## src/rtl/mmc_cds_pkg.sv

```systemverilog
// Shared constants for the card clock divider solver.
package mmc_cds_pkg;

	localparam int unsigned MAX_LINEAR_DIV   = 16;
	localparam int unsigned MAX_PRE_DIV_LOG2 = 3;

	localparam int unsigned REQ_W   = 32;
	localparam int unsigned PRE_W   = 2;
	localparam int unsigned M_OUT_W = 5;
	localparam int unsigned DLY_W   = 3;
	localparam int unsigned STAT_W  = 2;

	localparam int unsigned DIV_STEPS = REQ_W;
	localparam int unsigned CNT_W     = $clog2(DIV_STEPS);

	localparam logic [REQ_W-1:0] OSC_HZ       = 32'd24000000;
	localparam logic [REQ_W-1:0] BAND_SLOW_HZ = 32'd400000;
	localparam logic [REQ_W-1:0] BAND_STD_HZ  = 32'd25000000;
	localparam logic [REQ_W-1:0] BAND_HIGH_HZ = 32'd52000000;
	localparam logic [REQ_W-1:0] PLL_RESET_HZ = 32'd600000000;

	localparam logic [STAT_W-1:0] ST_OK          = 2'd0;
	localparam logic [STAT_W-1:0] ST_UNSUPPORTED = 2'd1;
	localparam logic [STAT_W-1:0] ST_UNAVAILABLE = 2'd2;

	localparam logic [DLY_W-1:0] OCLK_SLOW = 3'd0;
	localparam logic [DLY_W-1:0] SCLK_SLOW = 3'd0;
	localparam logic [DLY_W-1:0] OCLK_STD  = 3'd0;
	localparam logic [DLY_W-1:0] SCLK_STD  = 3'd5;
	localparam logic [DLY_W-1:0] OCLK_HIGH = 3'd3;
	localparam logic [DLY_W-1:0] SCLK_HIGH = 3'd4;
	localparam logic [DLY_W-1:0] OCLK_FAST = 3'd1;
	localparam logic [DLY_W-1:0] SCLK_FAST = 3'd4;

endpackage

```

## src/rtl/mmc_clock_divider_solve_top.sv

```systemverilog
// Card clock divider solver: serial divide, then halving steps for the pre divider.
//
//  channel | direction | handshake           | payload
//  --------+-----------+---------------------+------------------------------------------
//  in      | to block  | in_valid / in_stall | requested_hz
//  out     | from block| out_valid/ out_stall| clock_enable .. status (seven fields)
//  cfg     | to block  | cfg_wr_en           | cfg_wr_data -> pll_source_hz
//
// Each item is accepted, then runs the restoring divider (one quotient bit a cycle),
// a ceiling step, up to three halvings and a final check, and a load of the output
// register, which waits while out_stall holds a result. Disable and missing-source
// items go from accept straight to the output register load.
// Reset clears control state and sets pll_source_hz to 600 MHz.
// A new item is taken while a finished result waits on out_stall; the sequencer
// holds in its final state until the output register is free.
module mmc_clock_divider_solve_top
	import mmc_cds_pkg::*;
(
	input  logic                clk,
	input  logic                arst_n,

	input  logic                cfg_wr_en,
	input  logic [REQ_W-1:0]    cfg_wr_data,

	input  logic                in_valid,
	output logic                in_stall,
	input  logic [REQ_W-1:0]    requested_hz,

	output logic                out_valid,
	input  logic                out_stall,
	output logic                clock_enable,
	output logic                source_select,
	output logic [PRE_W-1:0]    pre_div_log2,
	output logic [M_OUT_W-1:0]  divide_m,
	output logic [DLY_W-1:0]    out_clock_delay,
	output logic [DLY_W-1:0]    sample_clock_delay,
	output logic [STAT_W-1:0]   status
);

	localparam logic [2:0] S_IDLE  = 3'd0;
	localparam logic [2:0] S_DIV   = 3'd1;
	localparam logic [2:0] S_CEIL  = 3'd2;
	localparam logic [2:0] S_HALVE = 3'd3;
	localparam logic [2:0] S_FIN   = 3'd4;

	localparam int unsigned M_W = REQ_W + 1;

	logic [2:0]         state_q;
	logic [REQ_W-1:0]   pll_q;
	logic [REQ_W-1:0]   req_q;
	logic [REQ_W-1:0]   quo_q;
	logic [REQ_W-1:0]   rem_q;
	logic [CNT_W-1:0]   cnt_q;
	logic [M_W-1:0]     m_q;
	logic [PRE_W-1:0]   n_q;
	logic               en_q;
	logic               sel_q;
	logic [DLY_W-1:0]   oclk_q;
	logic [DLY_W-1:0]   sclk_q;
	logic [STAT_W-1:0]  stat_q;

	logic               out_valid_q;
	logic               res_en_q;
	logic               res_sel_q;
	logic [PRE_W-1:0]   res_n_q;
	logic [M_OUT_W-1:0] res_m_q;
	logic [DLY_W-1:0]   res_oclk_q;
	logic [DLY_W-1:0]   res_sclk_q;
	logic [STAT_W-1:0]  res_stat_q;

	logic               accept;
	logic               use_pll;
	logic [REQ_W:0]     shifted;
	logic [REQ_W:0]     diff;
	logic               take;
	logic [REQ_W-1:0]   rem_next;
	logic               m_big;
	logic               can_halve;
	logic               out_free;
	logic               res_ok;

	assign accept    = in_valid && !in_stall;
	assign in_stall  = (state_q != S_IDLE);
	assign use_pll   = (requested_hz > OSC_HZ);

	// one restoring step: shift in the next dividend bit, subtract if it fits
	assign shifted   = {rem_q, quo_q[REQ_W-1]};
	assign diff      = shifted - {1'b0, req_q};
	assign take      = !diff[REQ_W];
	assign rem_next  = take ? diff[REQ_W-1:0] : shifted[REQ_W-1:0];

	assign m_big     = (m_q > M_W'(MAX_LINEAR_DIV));
	assign can_halve = (n_q < PRE_W'(MAX_PRE_DIV_LOG2));
	assign out_free  = !out_valid_q || !out_stall;
	assign res_ok    = en_q && (stat_q == ST_OK);

	always_ff @(posedge clk or negedge arst_n) begin
		if (!arst_n) begin
			pll_q <= PLL_RESET_HZ;
		end else if (cfg_wr_en) begin
			pll_q <= cfg_wr_data;
		end
	end

	always_ff @(posedge clk or negedge arst_n) begin
		if (!arst_n) begin
			state_q <= S_IDLE;
			cnt_q   <= '0;
			n_q     <= '0;
		end else begin
			case (state_q)
				S_IDLE: begin
					if (accept) begin
						cnt_q <= '0;
						n_q   <= '0;
						if (requested_hz == '0) begin
							state_q <= S_FIN;
						end else if (use_pll && pll_q == '0) begin
							state_q <= S_FIN;
						end else begin
							state_q <= S_DIV;
						end
					end
				end
				S_DIV: begin
					cnt_q <= cnt_q + 1'b1;
					if (cnt_q == CNT_W'(DIV_STEPS - 1)) begin
						state_q <= S_CEIL;
					end
				end
				S_CEIL: begin
					state_q <= S_HALVE;
				end
				S_HALVE: begin
					if (m_big && can_halve) begin
						n_q <= n_q + 1'b1;
					end else begin
						state_q <= S_FIN;
					end
				end
				S_FIN: begin
					if (out_free) begin
						state_q <= S_IDLE;
					end
				end
				default: begin
					state_q <= S_IDLE;
				end
			endcase
		end
	end

	// datapath registers
	always_ff @(posedge clk) begin
		case (state_q)
			S_IDLE: begin
				if (accept) begin
					req_q <= requested_hz;
					quo_q <= use_pll ? pll_q : OSC_HZ;
					rem_q <= '0;
					sel_q <= use_pll;
					en_q  <= (requested_hz != '0);
					if (use_pll && pll_q == '0) begin
						stat_q <= ST_UNAVAILABLE;
					end else begin
						stat_q <= ST_OK;
					end
					if (requested_hz <= BAND_SLOW_HZ) begin
						oclk_q <= OCLK_SLOW;
						sclk_q <= SCLK_SLOW;
					end else if (requested_hz <= BAND_STD_HZ) begin
						oclk_q <= OCLK_STD;
						sclk_q <= SCLK_STD;
					end else if (requested_hz <= BAND_HIGH_HZ) begin
						oclk_q <= OCLK_HIGH;
						sclk_q <= SCLK_HIGH;
					end else begin
						oclk_q <= OCLK_FAST;
						sclk_q <= SCLK_FAST;
					end
				end
			end
			S_DIV: begin
				rem_q <= rem_next;
				quo_q <= {quo_q[REQ_W-2:0], take};
			end
			S_CEIL: begin
				// round the quotient up when anything is left over
				m_q <= {1'b0, quo_q} + M_W'(rem_q != '0);
			end
			S_HALVE: begin
				if (m_big && can_halve) begin
					m_q <= M_W'((m_q + 1'b1) >> 1);
				end else if (m_big) begin
					stat_q <= ST_UNSUPPORTED;
				end
			end
			default: begin
			end
		endcase
	end

	always_ff @(posedge clk or negedge arst_n) begin
		if (!arst_n) begin
			out_valid_q <= 1'b0;
		end else if (state_q == S_FIN && out_free) begin
			out_valid_q <= 1'b1;
		end else if (!out_stall) begin
			out_valid_q <= 1'b0;
		end
	end

	always_ff @(posedge clk) begin
		if (state_q == S_FIN && out_free) begin
			res_en_q   <= res_ok;
			res_sel_q  <= res_ok ? sel_q : 1'b0;
			res_n_q    <= res_ok ? n_q : '0;
			res_m_q    <= res_ok ? m_q[M_OUT_W-1:0] : '0;
			res_oclk_q <= res_ok ? oclk_q : '0;
			res_sclk_q <= res_ok ? sclk_q : '0;
			res_stat_q <= en_q ? stat_q : ST_OK;
		end
	end

	assign out_valid          = out_valid_q;
	assign clock_enable       = res_en_q;
	assign source_select      = res_sel_q;
	assign pre_div_log2       = res_n_q;
	assign divide_m           = res_m_q;
	assign out_clock_delay    = res_oclk_q;
	assign sample_clock_delay = res_sclk_q;
	assign status             = res_stat_q;

endmodule

```

## config.mk

```make
export PLATFORM = sky130hd
export DESIGN_NAME = mmc_clock_divider_solve_top
export DESIGN_NICKNAME = d
export VERILOG_FILES = /design/src/rtl/mmc_cds_pkg.sv /design/src/rtl/mmc_clock_divider_solve_top.sv
export SDC_FILE = /design/constraint.sdc
export NUM_CORES = 1
export LEC_CHECK = 0
export ABC_AREA = 1
export BUFFER_PORTS_ARGS = -buffer_cell sky130_fd_sc_hd__buf_2
export CORE_ASPECT_RATIO = 1.75
export CORE_MARGIN = 2
export CORE_UTILIZATION = 45
export CTS_BUF_LIST = sky130_fd_sc_hd__clkbuf_8
export CTS_CLUSTER_SIZE = 12
export DETAILED_ROUTE_END_ITERATION = 10
export SYNTH_ARGS = -nofsm -noshare
export SYNTH_HDL_FRONTEND = slang
export SYNTH_SLANG_ARGS = --single-unit
```

## constraint.sdc

```tcl
create_clock -name clk -period 10.03 [get_ports clk]
set_input_delay 0 -clock clk [delete_from_list [all_inputs] [get_ports clk]]
set_output_delay 0 -clock clk [all_outputs]
set_load 0.005 [all_outputs]
```

==> impl_metrics.csv, run 1 <==
group,metric,value,unit
yosys,yosysSeqAreaShare,0.428,
setup_path,crit_cells,14,
global_route,grt_usage,0.274,
timing,finalSetupViolations,0,
setup_path,crit_required,10270,ps
global_route,grt.met1_usage,0.260,
setup_path,crit_end,"m_q[23]$_DFFE_PP_",
cells_and_area,mostFrequentLayoutCell,"nand2_1",
clock_network,cts_resized,0,
worst_hold_path,holdCritStartpoint,"in_valid",
global_route,grt.overflow.total,0,
setup_path,r2r_slack,6470,ps
timing,clock.fmax,281,MHz
setup_path,startpoint,"rem_q[31]$_SDFFCE_PN0P_",
timing,drv_slew,0,
detailed_routing,ant_nets,0,
global_route,grt_max_degree,63,
setup_path,cp_common_cell,"nand2_1",
setup_path,crit_chain,"inv_1 > nand4_1 > nor4_1 > nand4_1 > ha_1 > nand2_1 > nor2_2 > nand2_2 > nor2_4 > nand2_1 > nor2_1 > nand2_1 > xor2_1 > o21ai_0",
yosys,ys_warn_count,0,
floorplanning,dieHeight,231,microns
floorplanning,dieArea,30800,sq um
detailed_routing,drt_iter0_drc,630,
timing,max_slew_margin,0.182,
yosys,async_flop_share,0.221,
outcome,status,"finished, final reports clean",
setup_path,end_kind,"register",
worst_hold_path,hold_class,"in2reg",
cells_and_area,final_cell_mix,"533 x nand2_1, 335 x inv_1, 209 x nor2_1",
pwr,power,4.62,mW
pwr,cellPowerDensity,306,nW/um^2
setup_path,cp_slowest_cell,"nor4_1",
place,dp_cells,2245,
yosys,synth.cell_area,13200,sq um
timing,layout_min_cycle_time,3560,ps
setup_path,crit_type,"reg2reg",
yosys,syn_avg_cell_area,7.33,sq um
place,dp_hpwl,32900,microns
setup_path,crit_arrival,3800,ps
clock_network,clk_pin_slew_worst_paths,110,ps
clock_network,cts_made_buffers,17,
cells_and_area,finalNonFillerCells,2344,
setup_path,regToRegStartpoint,"rem_q[31]$_SDFFCE_PN0P_",
clock_network,cts_hold_buf,66,
place,io_buffers,85,
timing,worstMarginPinSlew,1220,ps
detailed_routing,vias,12000,
floorplanning,start_util,0.454,
yosys,syn_inst,1801,
detailed_routing,drcViolationCount,0,
pwr,peakVddDrop,0.148,mV
floorplanning,core.rowCount,83,
clock_network,htree_levels,4,
yosys,synth_top_area_frac,0.346,
yosys,synth_area_leader_cell,"edfxtp_1",
cells_and_area,nets,2057,
setup_path,worst_path_largest_cell_delay,700,ps
cells_and_area,layout-drive-gt1-share,0.0964,
global_route,top_usage_layer,"met2",
detailed_routing,first_pass_iters,5,
global_route,grt_pass1_wl,63500,microns
cells_and_area,fill_cells,2952,
yosys,synthTopCellsByArea,"edfxtp_1 35%, nand2_1 15%, inv_1 9.5%",
global_route,grt_pass1_vias,11800,
clock_network,postCtsSetupRepairBufs,0,
place,place.gp.congestion,0.975,
detailed_routing,wl,41400,microns
clock_network,clock-sinks,195,
clock_network,cts_root_buf,"clkbuf_8",
global_route,met3_usage,0.0305,
floorplanning,io_pins,88,
global_route,antenna_found_initial,1,
detailed_routing,routedWlPerCell,17.7,microns
setup_path,crit_family,"simple AND/OR/NAND/NOR gates",
run,cap_violations,0,
yosys,synth-seq-cells,195,
setup_path,critPathLaunchType,"register",
clock_network,cts_tree,"yes",
timing,hold_slack,47.6,ps
global_route,use_met2,0.539,
timing,final-hold-violation-count,0,
floorplanning,die_x,133,microns
yosys,synth_edf_count,152,
detailed_routing,viasPerCell,5.11,
timing,finClkSkew,13.7,ps
timing,fin_ws,6470,ps
setup_path,worstPathMaxFanout,5,
timing,rsz0062_at_grt,"no",
setup_path,cp_num_buf_inv,1,
floorplanning,core_area,29100,sq um
clock_network,clkLatencyLatePin,510,ps
setup_path,reg2reg_to,"m_q[23]$_DFFE_PP_",
pwr,leakage,7.32,nW
place,pre_cts_ws,6560,ps
timing,fin_crit_sh,0.355,
yosys,ys_types,49,
timing,finalSetupTns,0,ps
cells_and_area,synthToLayoutAreaGrowth,14.3,%
setup_path,reg2reg_depth,14,
yosys,ys.flop_type,"edfxtp_1",
clock_network,max-clock-path-buffers,2,
cell type report:
cell class / instances / area [sq um] / area share
Antenna cell: 1 / 2.50 / 0.000166
Clock inverter: 15 / 189 / 0.0125
Multi-Input combinational cell: 1237 / 6110 / 0.405
Sequential cell: 195 / 5650 / 0.375
Tap cell: 382 / 478 / 0.0317
Inverter: 338 / 1270 / 0.0841
Timing Repair Buffer: 159 / 1150 / 0.0760
Clock buffer: 17 / 234 / 0.0155
worst min-delay path by stage:
stage,slack (ps),depth (start not counted),end
after detailed placement,120,2,out_valid$_DFFE_PN0P_
final,50,7,state_q[1]$_DFFE_PN0P_
after global routing,90,7,state_q[1]$_DFFE_PN0P_
after global placement,110,2,out_valid$_DFFE_PN0P_
after floorplan,-300,0,cnt_q[0]$_DFFE_PN0P_
after CTS,20,7,state_q[1]$_DFFE_PN0P_
metrics by stage:
stage | utilization | cell area, sq um
after CTS | 0.519 | 15100
after floorplan | - | 13200
after global routing | 0.519 | 15100
after global placement | 0.481 | 14000
after detailed placement | 0.481 | 14000
final | 0.519 | 15100
synth_stat cells, types with 2 or more instances:
cell type  count
xor2_1        47
inv_2          3
nor4_1        22
nor3b_1        2
ha_1          39
a21o_1         4
nand2_4        6
nand2_2       11
nor2_4         3
or2_2          2
nand2_1      534
buf_12         2
nor3_1        40
and2_1         2
o32ai_1        2
buf_1          2
o22ai_1       29
inv_1        335
edfxtp_1     152
buf_4          6
dfrtp_1       33
dfstp_2       10
and3_1         2
xnor2_1        7
nand3b_1       4
o21a_1         3
buf_2          3
nand3_2        4
nor2_2        14
a21oi_2        2
nor2_1       210
mux2_2         2
o21ai_0       61
a31oi_1        3
nand3_1      112
nand4_1       33
clkbuf_1      19
nor3_2         2
o21ai_1        2
a21oi_1       23
worst register-to-register path, stage by stage (launching register included):
cell and delay, ps:
edfxtp_1 480, inv_1 210, nand4_1 130, nor4_1 700
nand4_1 480, ha_1 350, nand2_1 120, nor2_2 70
nand2_2 150, nor2_4 60, nand2_1 140, nor2_1 80
nand2_1 120, xor2_1 150, o21ai_0 80
report_power, final:
group / switching (mW) / leakage (nW) / internal (mW)
logic: 1.68 / 5.15 / 0.769
clock network: 0.333 / 0.214 / 0.215
registers: 0.268 / 1.96 / 1.35
cells by family after synthesis:
family	share of synthesized area
DFF	0.428
other	0.000284
adders and majority gates	0.0385
muxes	0.00171
buffers and inverters	0.110
xor gates and xnor gates	0.0358
AOI/OAI and AO/OA	0.0575
and+or+nand+nor	0.328
flip-flops by register name, indices dropped and copies added, names as in the netlist, 2 cells and up:
signal	flops
cnt_q	5
divide_m	5
m_q	33
n_q	2
oclk_q	2
out_clock_delay	2
pll_q	32
pre_div_log2	2
quo_q	32
rem_q	32
req_q	32
sample_clock_delay	2
sclk_q	2
stat_q	2
state_q	3
status	2
per-layer routing:
metal / vias up / share of wire
met3: 119 / 0.025
met2: 298 / 0.56
met1: 5521 / 0.34
li1: 6049 / -
met4: 0 / 0.074
met5: - / 0
Note: power is estimated with default switching activity, not from simulation.
==> run 2: changes to the inputs <==
Clock period 10.03 ns to 2.9 ns, I/O delays scaled along.
==> run 2 against run 1 <==
Effect of this change:
- clock power rose to 3.2 times the previous value
- combinational power rose to 3.6 times the previous value
- wire length up 1.2%
- die area unchanged
- non-clock buffer count up 21
- sequential share of layout area down 0.41 points
- final area up 1.1%
- global-route usage up 0.24 points
- core utilization up 0.57 points
- largest cell class unchanged
- highest routed layer unchanged
==> impl_metrics.csv, run 2 (same netlist as run 1, synthesis figures left out) <==
group,metric,value,unit
floorplanning,dieArea,30800,sq um
detailed_routing,wl,41900,microns
setup_path,cp_slowest_cell,"edfxtp_1",
global_route,grt.overflow.total,0,
clock_network,cts_made_buffers,17,
run,cap_violations,0,
timing,max_slew_margin,0.294,
timing,finalSetupTns,0,ps
global_route,antenna_found_initial,1,
pwr,cellPowerDensity,1060,nW/um^2
clock_network,cts_tree,"yes",
worst_hold_path,hold_class,"in2async",
detailed_routing,routedWlPerCell,17.7,microns
setup_path,crit_type,"reg2reg",
setup_path,reg2reg_depth,14,
cells_and_area,fill_cells,2871,
place,io_buffers,85,
cells_and_area,largest_register_ffs,33,
detailed_routing,ant_nets,0,
timing,finalSetupViolations,0,
timing,fin_crit_sh,0.961,
floorplanning,start_util,0.454,
cells_and_area,design_area,15300,sq um
cells_and_area,multiInputGateArea,6130,sq um
timing,final-hold-violation-count,0,
setup_path,cp_common_cell,"nand2_1",
cells_and_area,synthToLayoutAreaGrowth,15.5,%
setup_path,worstPathMaxFanout,5,
global_route,grt_usage,0.277,
global_route,grt_max_degree,63,
setup_path,r2r_slack,110,ps
timing,finClkSkew,19.5,ps
detailed_routing,first_pass_iters,5,
setup_path,critPathLaunchType,"register",
clock_network,clk_pin_slew_worst_paths,110,ps
clock_network,max-clock-path-buffers,2,
timing,rsz0062_at_grt,"no",
timing,worstMarginPinSlew,1060,ps
timing,clock.fmax,359,MHz
setup_path,crit_arrival,3040,ps
setup_path,crit_required,3150,ps
detailed_routing,viasPerCell,5.12,
place,dp_hpwl,33100,microns
clock_network,cts_root_buf,"clkbuf_8",
setup_path,reg2reg_to,"m_q[23]$_DFFE_PP_",
timing,drv_slew,0,
cells_and_area,regArea,5650,sq um
floorplanning,io_pins,88,
global_route,use_met2,0.553,
clock_network,clock-sinks,195,
global_route,grt.met1_usage,0.252,
place,pre_cts_ws,135,ps
cells_and_area,nets,2078,
setup_path,regToRegStartpoint,"rem_q[20]$_SDFFCE_PN0P_",
clock_network,postCtsSetupRepairBufs,0,
floorplanning,core.rowCount,83,
cells_and_area,mostFrequentLayoutCell,"nand2_1",
cells_and_area,final_cell_mix,"533 x nand2_1, 336 x inv_1, 209 x nor2_1",
global_route,grt_pass1_wl,64000,microns
outcome,status,"finished, final reports clean",
cells_and_area,regMostFlops,"m_q",
detailed_routing,drcViolationCount,0,
floorplanning,core_area,29100,sq um
pwr,peakVddDrop,0.568,mV
timing,layout_min_cycle_time,2790,ps
cells_and_area,layout-drive-gt1-share,0.105,
timing,fin_ws,113,ps
detailed_routing,drt_iter0_drc,681,
place,place.gp.congestion,0.963,
clock_network,clkLatencyLatePin,520,ps
clock_network,htree_levels,4,
detailed_routing,vias,12100,
global_route,met3_usage,0.0338,
global_route,grt_pass1_vias,12200,
floorplanning,dieHeight,231,microns
global_route,top_usage_layer,"met2",
setup_path,crit_chain,"inv_1 > nand4_1 > nor4_2 > nand4_1 > ha_1 > nand2_1 > nor2_2 > nand2_2 > nor2_4 > nand2_1 > nor2_1 > nand2_1 > xor2_1 > o21ai_0",
place,placed_area,14200,sq um
floorplanning,die_x,133,microns
pwr,leakage,7.42,nW
setup_path,worst_path_largest_cell_delay,430,ps
setup_path,end_kind,"register",
==> run 2: cell types whose count changed in the layout (fill, tap and decap cells not counted), moves of 2 or more <==
cell,change
buf_4,+17
inv_6,-2
buf_12,+3
clkinv_2,+2
clkinv_8,-3
==> run 2: how the worst max path moves through the flow <==
stage | startpoint | to | slack [ps] | cells after the start
2_1_floorplan | state_q[2]$_DFFE_PN0P_ | quo_q[0]$_DFFE_PP_ | 140 | 5
3_3_place_gp | rem_q[20]$_SDFFCE_PN0P_ | m_q[23]$_DFFE_PP_ | 180 | 14
3_5_place_dp | rem_q[20]$_SDFFCE_PN0P_ | m_q[23]$_DFFE_PP_ | 130 | 14
4_1_cts | rem_q[20]$_SDFFCE_PN0P_ | m_q[23]$_DFFE_PP_ | 110 | 14
5_1_grt | quo_q[31]$_DFFE_PP_ | rem_q[14]$_SDFFCE_PN0P_ | 5 | 16
6_report | rem_q[20]$_SDFFCE_PN0P_ | m_q[23]$_DFFE_PP_ | 110 | 14
==> run 2: what timing repair did <==
action,CTS,global route
resized for setup,0,2
hold endpoints to repair,92,0
setup endpoints to repair,0,6
hold buffers,67,0
==> run 2: worst max-delay path: cells and delay by family (launching register included) <==
family / cells / cell delay (ps)
buffers and inverters: 1 / 120
and+or+nand+nor: 10 / 1500
xor gates and xnor gates: 1 / 150
AOI/OAI and AO/OA: 1 / 80
DFF: 1 / 430
adders and majority gates: 1 / 230
==> run 2: power breakdown <==
part	switching, mW	total (mW)	internal [mW]
Clock	1.07	1.78	0.714
Combinational	6.07	8.92	2.86
Sequential	0.839	5.50	4.66
==> run 2: metrics by stage <==
step	utilization	hold WS [ps]	std cells	power, mW
3_5_place_dp	0.488	183	2265	14.3
4_1_cts	0.524	125	2364	16.2
3_3_place_gp	0.488	180	2265	14.2
5_1_grt	0.524	196	2365	17.6
6_report	0.524	163	2365	16.2
2_1_floorplan	-	-296	1802	11.8
==> run 2: routing by layer <==
layer / vias to the layer above / part of all wire / wire (microns)
met1: 5591 / 0.33 / 14000
li1: 6077 / - / -
met4: 0 / 0.077 / 3240
met3: 135 / 0.025 / 1030
met2: 295 / 0.56 / 23600
met5: - / 0 / 0
==> run 2: layout make-up <==
type                            instances  share of cell area
Sequential cell                       195               0.371
Timing Repair Buffer                  180              0.0881
Tap cell                              382              0.0313
Inverter                              338              0.0832
Clock buffer                           18              0.0162
Clock inverter                         14             0.00845
Multi-Input combinational cell       1237               0.402
Antenna cell                            1            0.000164
==> run 3: changes to the inputs <==
Settings changed: SETUP_SLACK_MARGIN set to 0.3.
==> run 3 against run 2 <==
Effect of this change:
- core utilization grew 0.89 points
- final area grew 1.7%
- via count grew 1.1%
- critical path depth is the same
- largest cell class unchanged
- combinational power grew 3.7%
- clock-buffer cell count shrank 1
- worst setup slack gained 200 ps
- critical path type unchanged
- global-route usage shrank 0.34 points
==> impl_metrics.csv, run 3 (same netlist as run 1, synthesis figures left out) <==
group,metric,value,unit
timing,drv_slew,0,
setup_path,reg2reg_to,"m_q[24]$_DFFE_PP_",
setup_path,crit_arrival,2850,ps
run,cap_violations,0,
detailed_routing,first_pass_iters,6,
floorplanning,die_x,133,microns
clock_network,cts_made_buffers,17,
setup_path,crit_end,"m_q[24]$_DFFE_PP_",
timing,finalSetupTns,0,ps
detailed_routing,vias,12200,
place,io_buffers,85,
floorplanning,core.rowCount,83,
pwr,peakVddDrop,0.436,mV
setup_path,crit_required,3170,ps
outcome,status,"finished, final reports clean",
place,place.gp.congestion,0.989,
timing,finalSetupViolations,0,
timing,max_slew_margin,0.342,
setup_path,r2r_slack,320,ps
floorplanning,dieArea,30800,sq um
clock_network,max-clock-path-buffers,2,
global_route,grt_usage,0.273,
global_route,grt_pass1_vias,12400,
floorplanning,core_area,29100,sq um
clock_network,clk_pin_slew_worst_paths,110,ps
clock_network,htree_levels,4,
detailed_routing,ant_nets,0,
timing,finClkSkew,12.0,ps
timing,rsz0062_at_grt,"yes",
cells_and_area,largest_register_ffs,33,
cells_and_area,mostFrequentLayoutCell,"nand2_1",
place,placed_area,14200,sq um
global_route,antenna_found_initial,1,
setup_path,end_kind,"register",
clock_network,clkLatencyLatePin,510,ps
global_route,grt_pass1_wl,63700,microns
setup_path,critPathLaunchType,"register",
floorplanning,io_pins,88,
timing,worstMarginPinSlew,986,ps
setup_path,worstPathMaxFanout,5,
cells_and_area,layout-drive-gt1-share,0.125,
cells_and_area,finish.utilization,0.533,
clock_network,clock-sinks,195,
cells_and_area,design_area,15500,sq um
timing,fin_crit_sh,0.891,
detailed_routing,routedWlPerCell,17.4,microns
setup_path,crit_type,"reg2reg",
detailed_routing,drcViolationCount,0,
setup_path,reg2reg_depth,14,
cells_and_area,nets,2091,
floorplanning,dieHeight,231,microns
global_route,grt_max_degree,63,
clock_network,cts_tree,"yes",
cells_and_area,synthToLayoutAreaGrowth,17.5,%
global_route,grt.overflow.total,0,
timing,final-hold-violation-count,0,
pwr,cellPowerDensity,1060,nW/um^2
cells_and_area,final_cell_mix,"526 x nand2_1, 331 x inv_1, 208 x nor2_1",
timing,clock.fmax,387,MHz
setup_path,regToRegStartpoint,"rem_q[20]$_SDFFCE_PN0P_",
setup_path,startpoint,"rem_q[20]$_SDFFCE_PN0P_",
pwr,leakage,7.53,nW
detailed_routing,viasPerCell,5.14,
cells_and_area,regMostFlops,"m_q",
place,dp_hpwl,32800,microns
detailed_routing,drt_iter0_drc,625,
floorplanning,start_util,0.454,
timing,layout_min_cycle_time,2580,ps
worst_hold_path,hold_class,"in2reg",
detailed_routing,wl,41300,microns
clock_network,cts_root_buf,"clkbuf_8",
run 3: cell count changes in the layout (fill, tap and decap cells not counted), sizes merged:
cell / change
buf: +14
inv: +3
bufinv: -1
clkbuf: -1
clkinvlp: -1
dlygate4sd3: -1
run 3: stage by stage:
stage	cells	power [mW]	setup slack, ps	hold slack (ps)
finish	2378	16.5	317	41.6
global route	2378	17.9	229	54.9
CTS	2369	16.3	279	10.7
detailed placement	2270	14.4	219	92.7
global placement	2270	14.3	242	98.3
floorplan	1802	11.8	439	-296
run 3: worst min path at each step:
stage | from | end | slack [ps] | depth (start not counted)
5_1_grt | in_valid | cnt_q[4]$_DFFE_PN0P_ | 50 | 6
2_1_floorplan | arst_n | cnt_q[0]$_DFFE_PN0P_ | -300 | 0
6_report | in_valid | state_q[0]$_DFFE_PN0P_ | 40 | 7
3_3_place_gp | arst_n | out_valid$_DFFE_PN0P_ | 100 | 1
4_1_cts | in_valid | state_q[0]$_DFFE_PN0P_ | 10 | 7
3_5_place_dp | arst_n | out_valid$_DFFE_PN0P_ | 90 | 1
run 3: what timing repair did:
item | CTS | global route
hold buffers | 66 | 0
pin swaps | 2 | 15
endpoints found under the hold margin | 93 | 0
buffers inserted | 1 | 8
endpoints found under the setup margin | 13 | 59
resized for setup | 4 | 46
run 3: power breakdown:
group / total [mW] / internal [mW] / leakage [nW] / switching (mW)
clock network: 1.70 / 0.617 / 0.194 / 1.08
registers: 5.53 / 4.66 / 1.96 / 0.871
logic: 9.25 / 3.08 / 5.37 / 6.17
run 3: layer usage:
metal / track usage / routed length (microns)
met2: 0.554 / 23500
met4: 0.198 / 3210
met5: 0 / 0
met3: 0.0233 / 1050
met1: 0.243 / 13600
run 3: layout make-up:
class                      instances  area [sq um]
multi-input combinational       1237          6280
antenna                            1          2.50
timing repair buffer             193          1460
inverter                         338          1270
clock buffer                      17           234
fill                            2919         13600
sequential                       195          5650
clock inverter                    15           128
tap                              382           478
run 3: worst max-delay path: stages, from the launching register on:
cell,delay (ps)
edfxtp_1,480
inv_2,90
nand4_1,250
nor4_1,340
nand4_1,200
ha_2,250
nand2_4,80
nor2_4,40
nand2_4,90
nor2_4,60
nand2_4,70
nor3_4,70
a21o_1,200
nand3_2,60
nand2_2,50
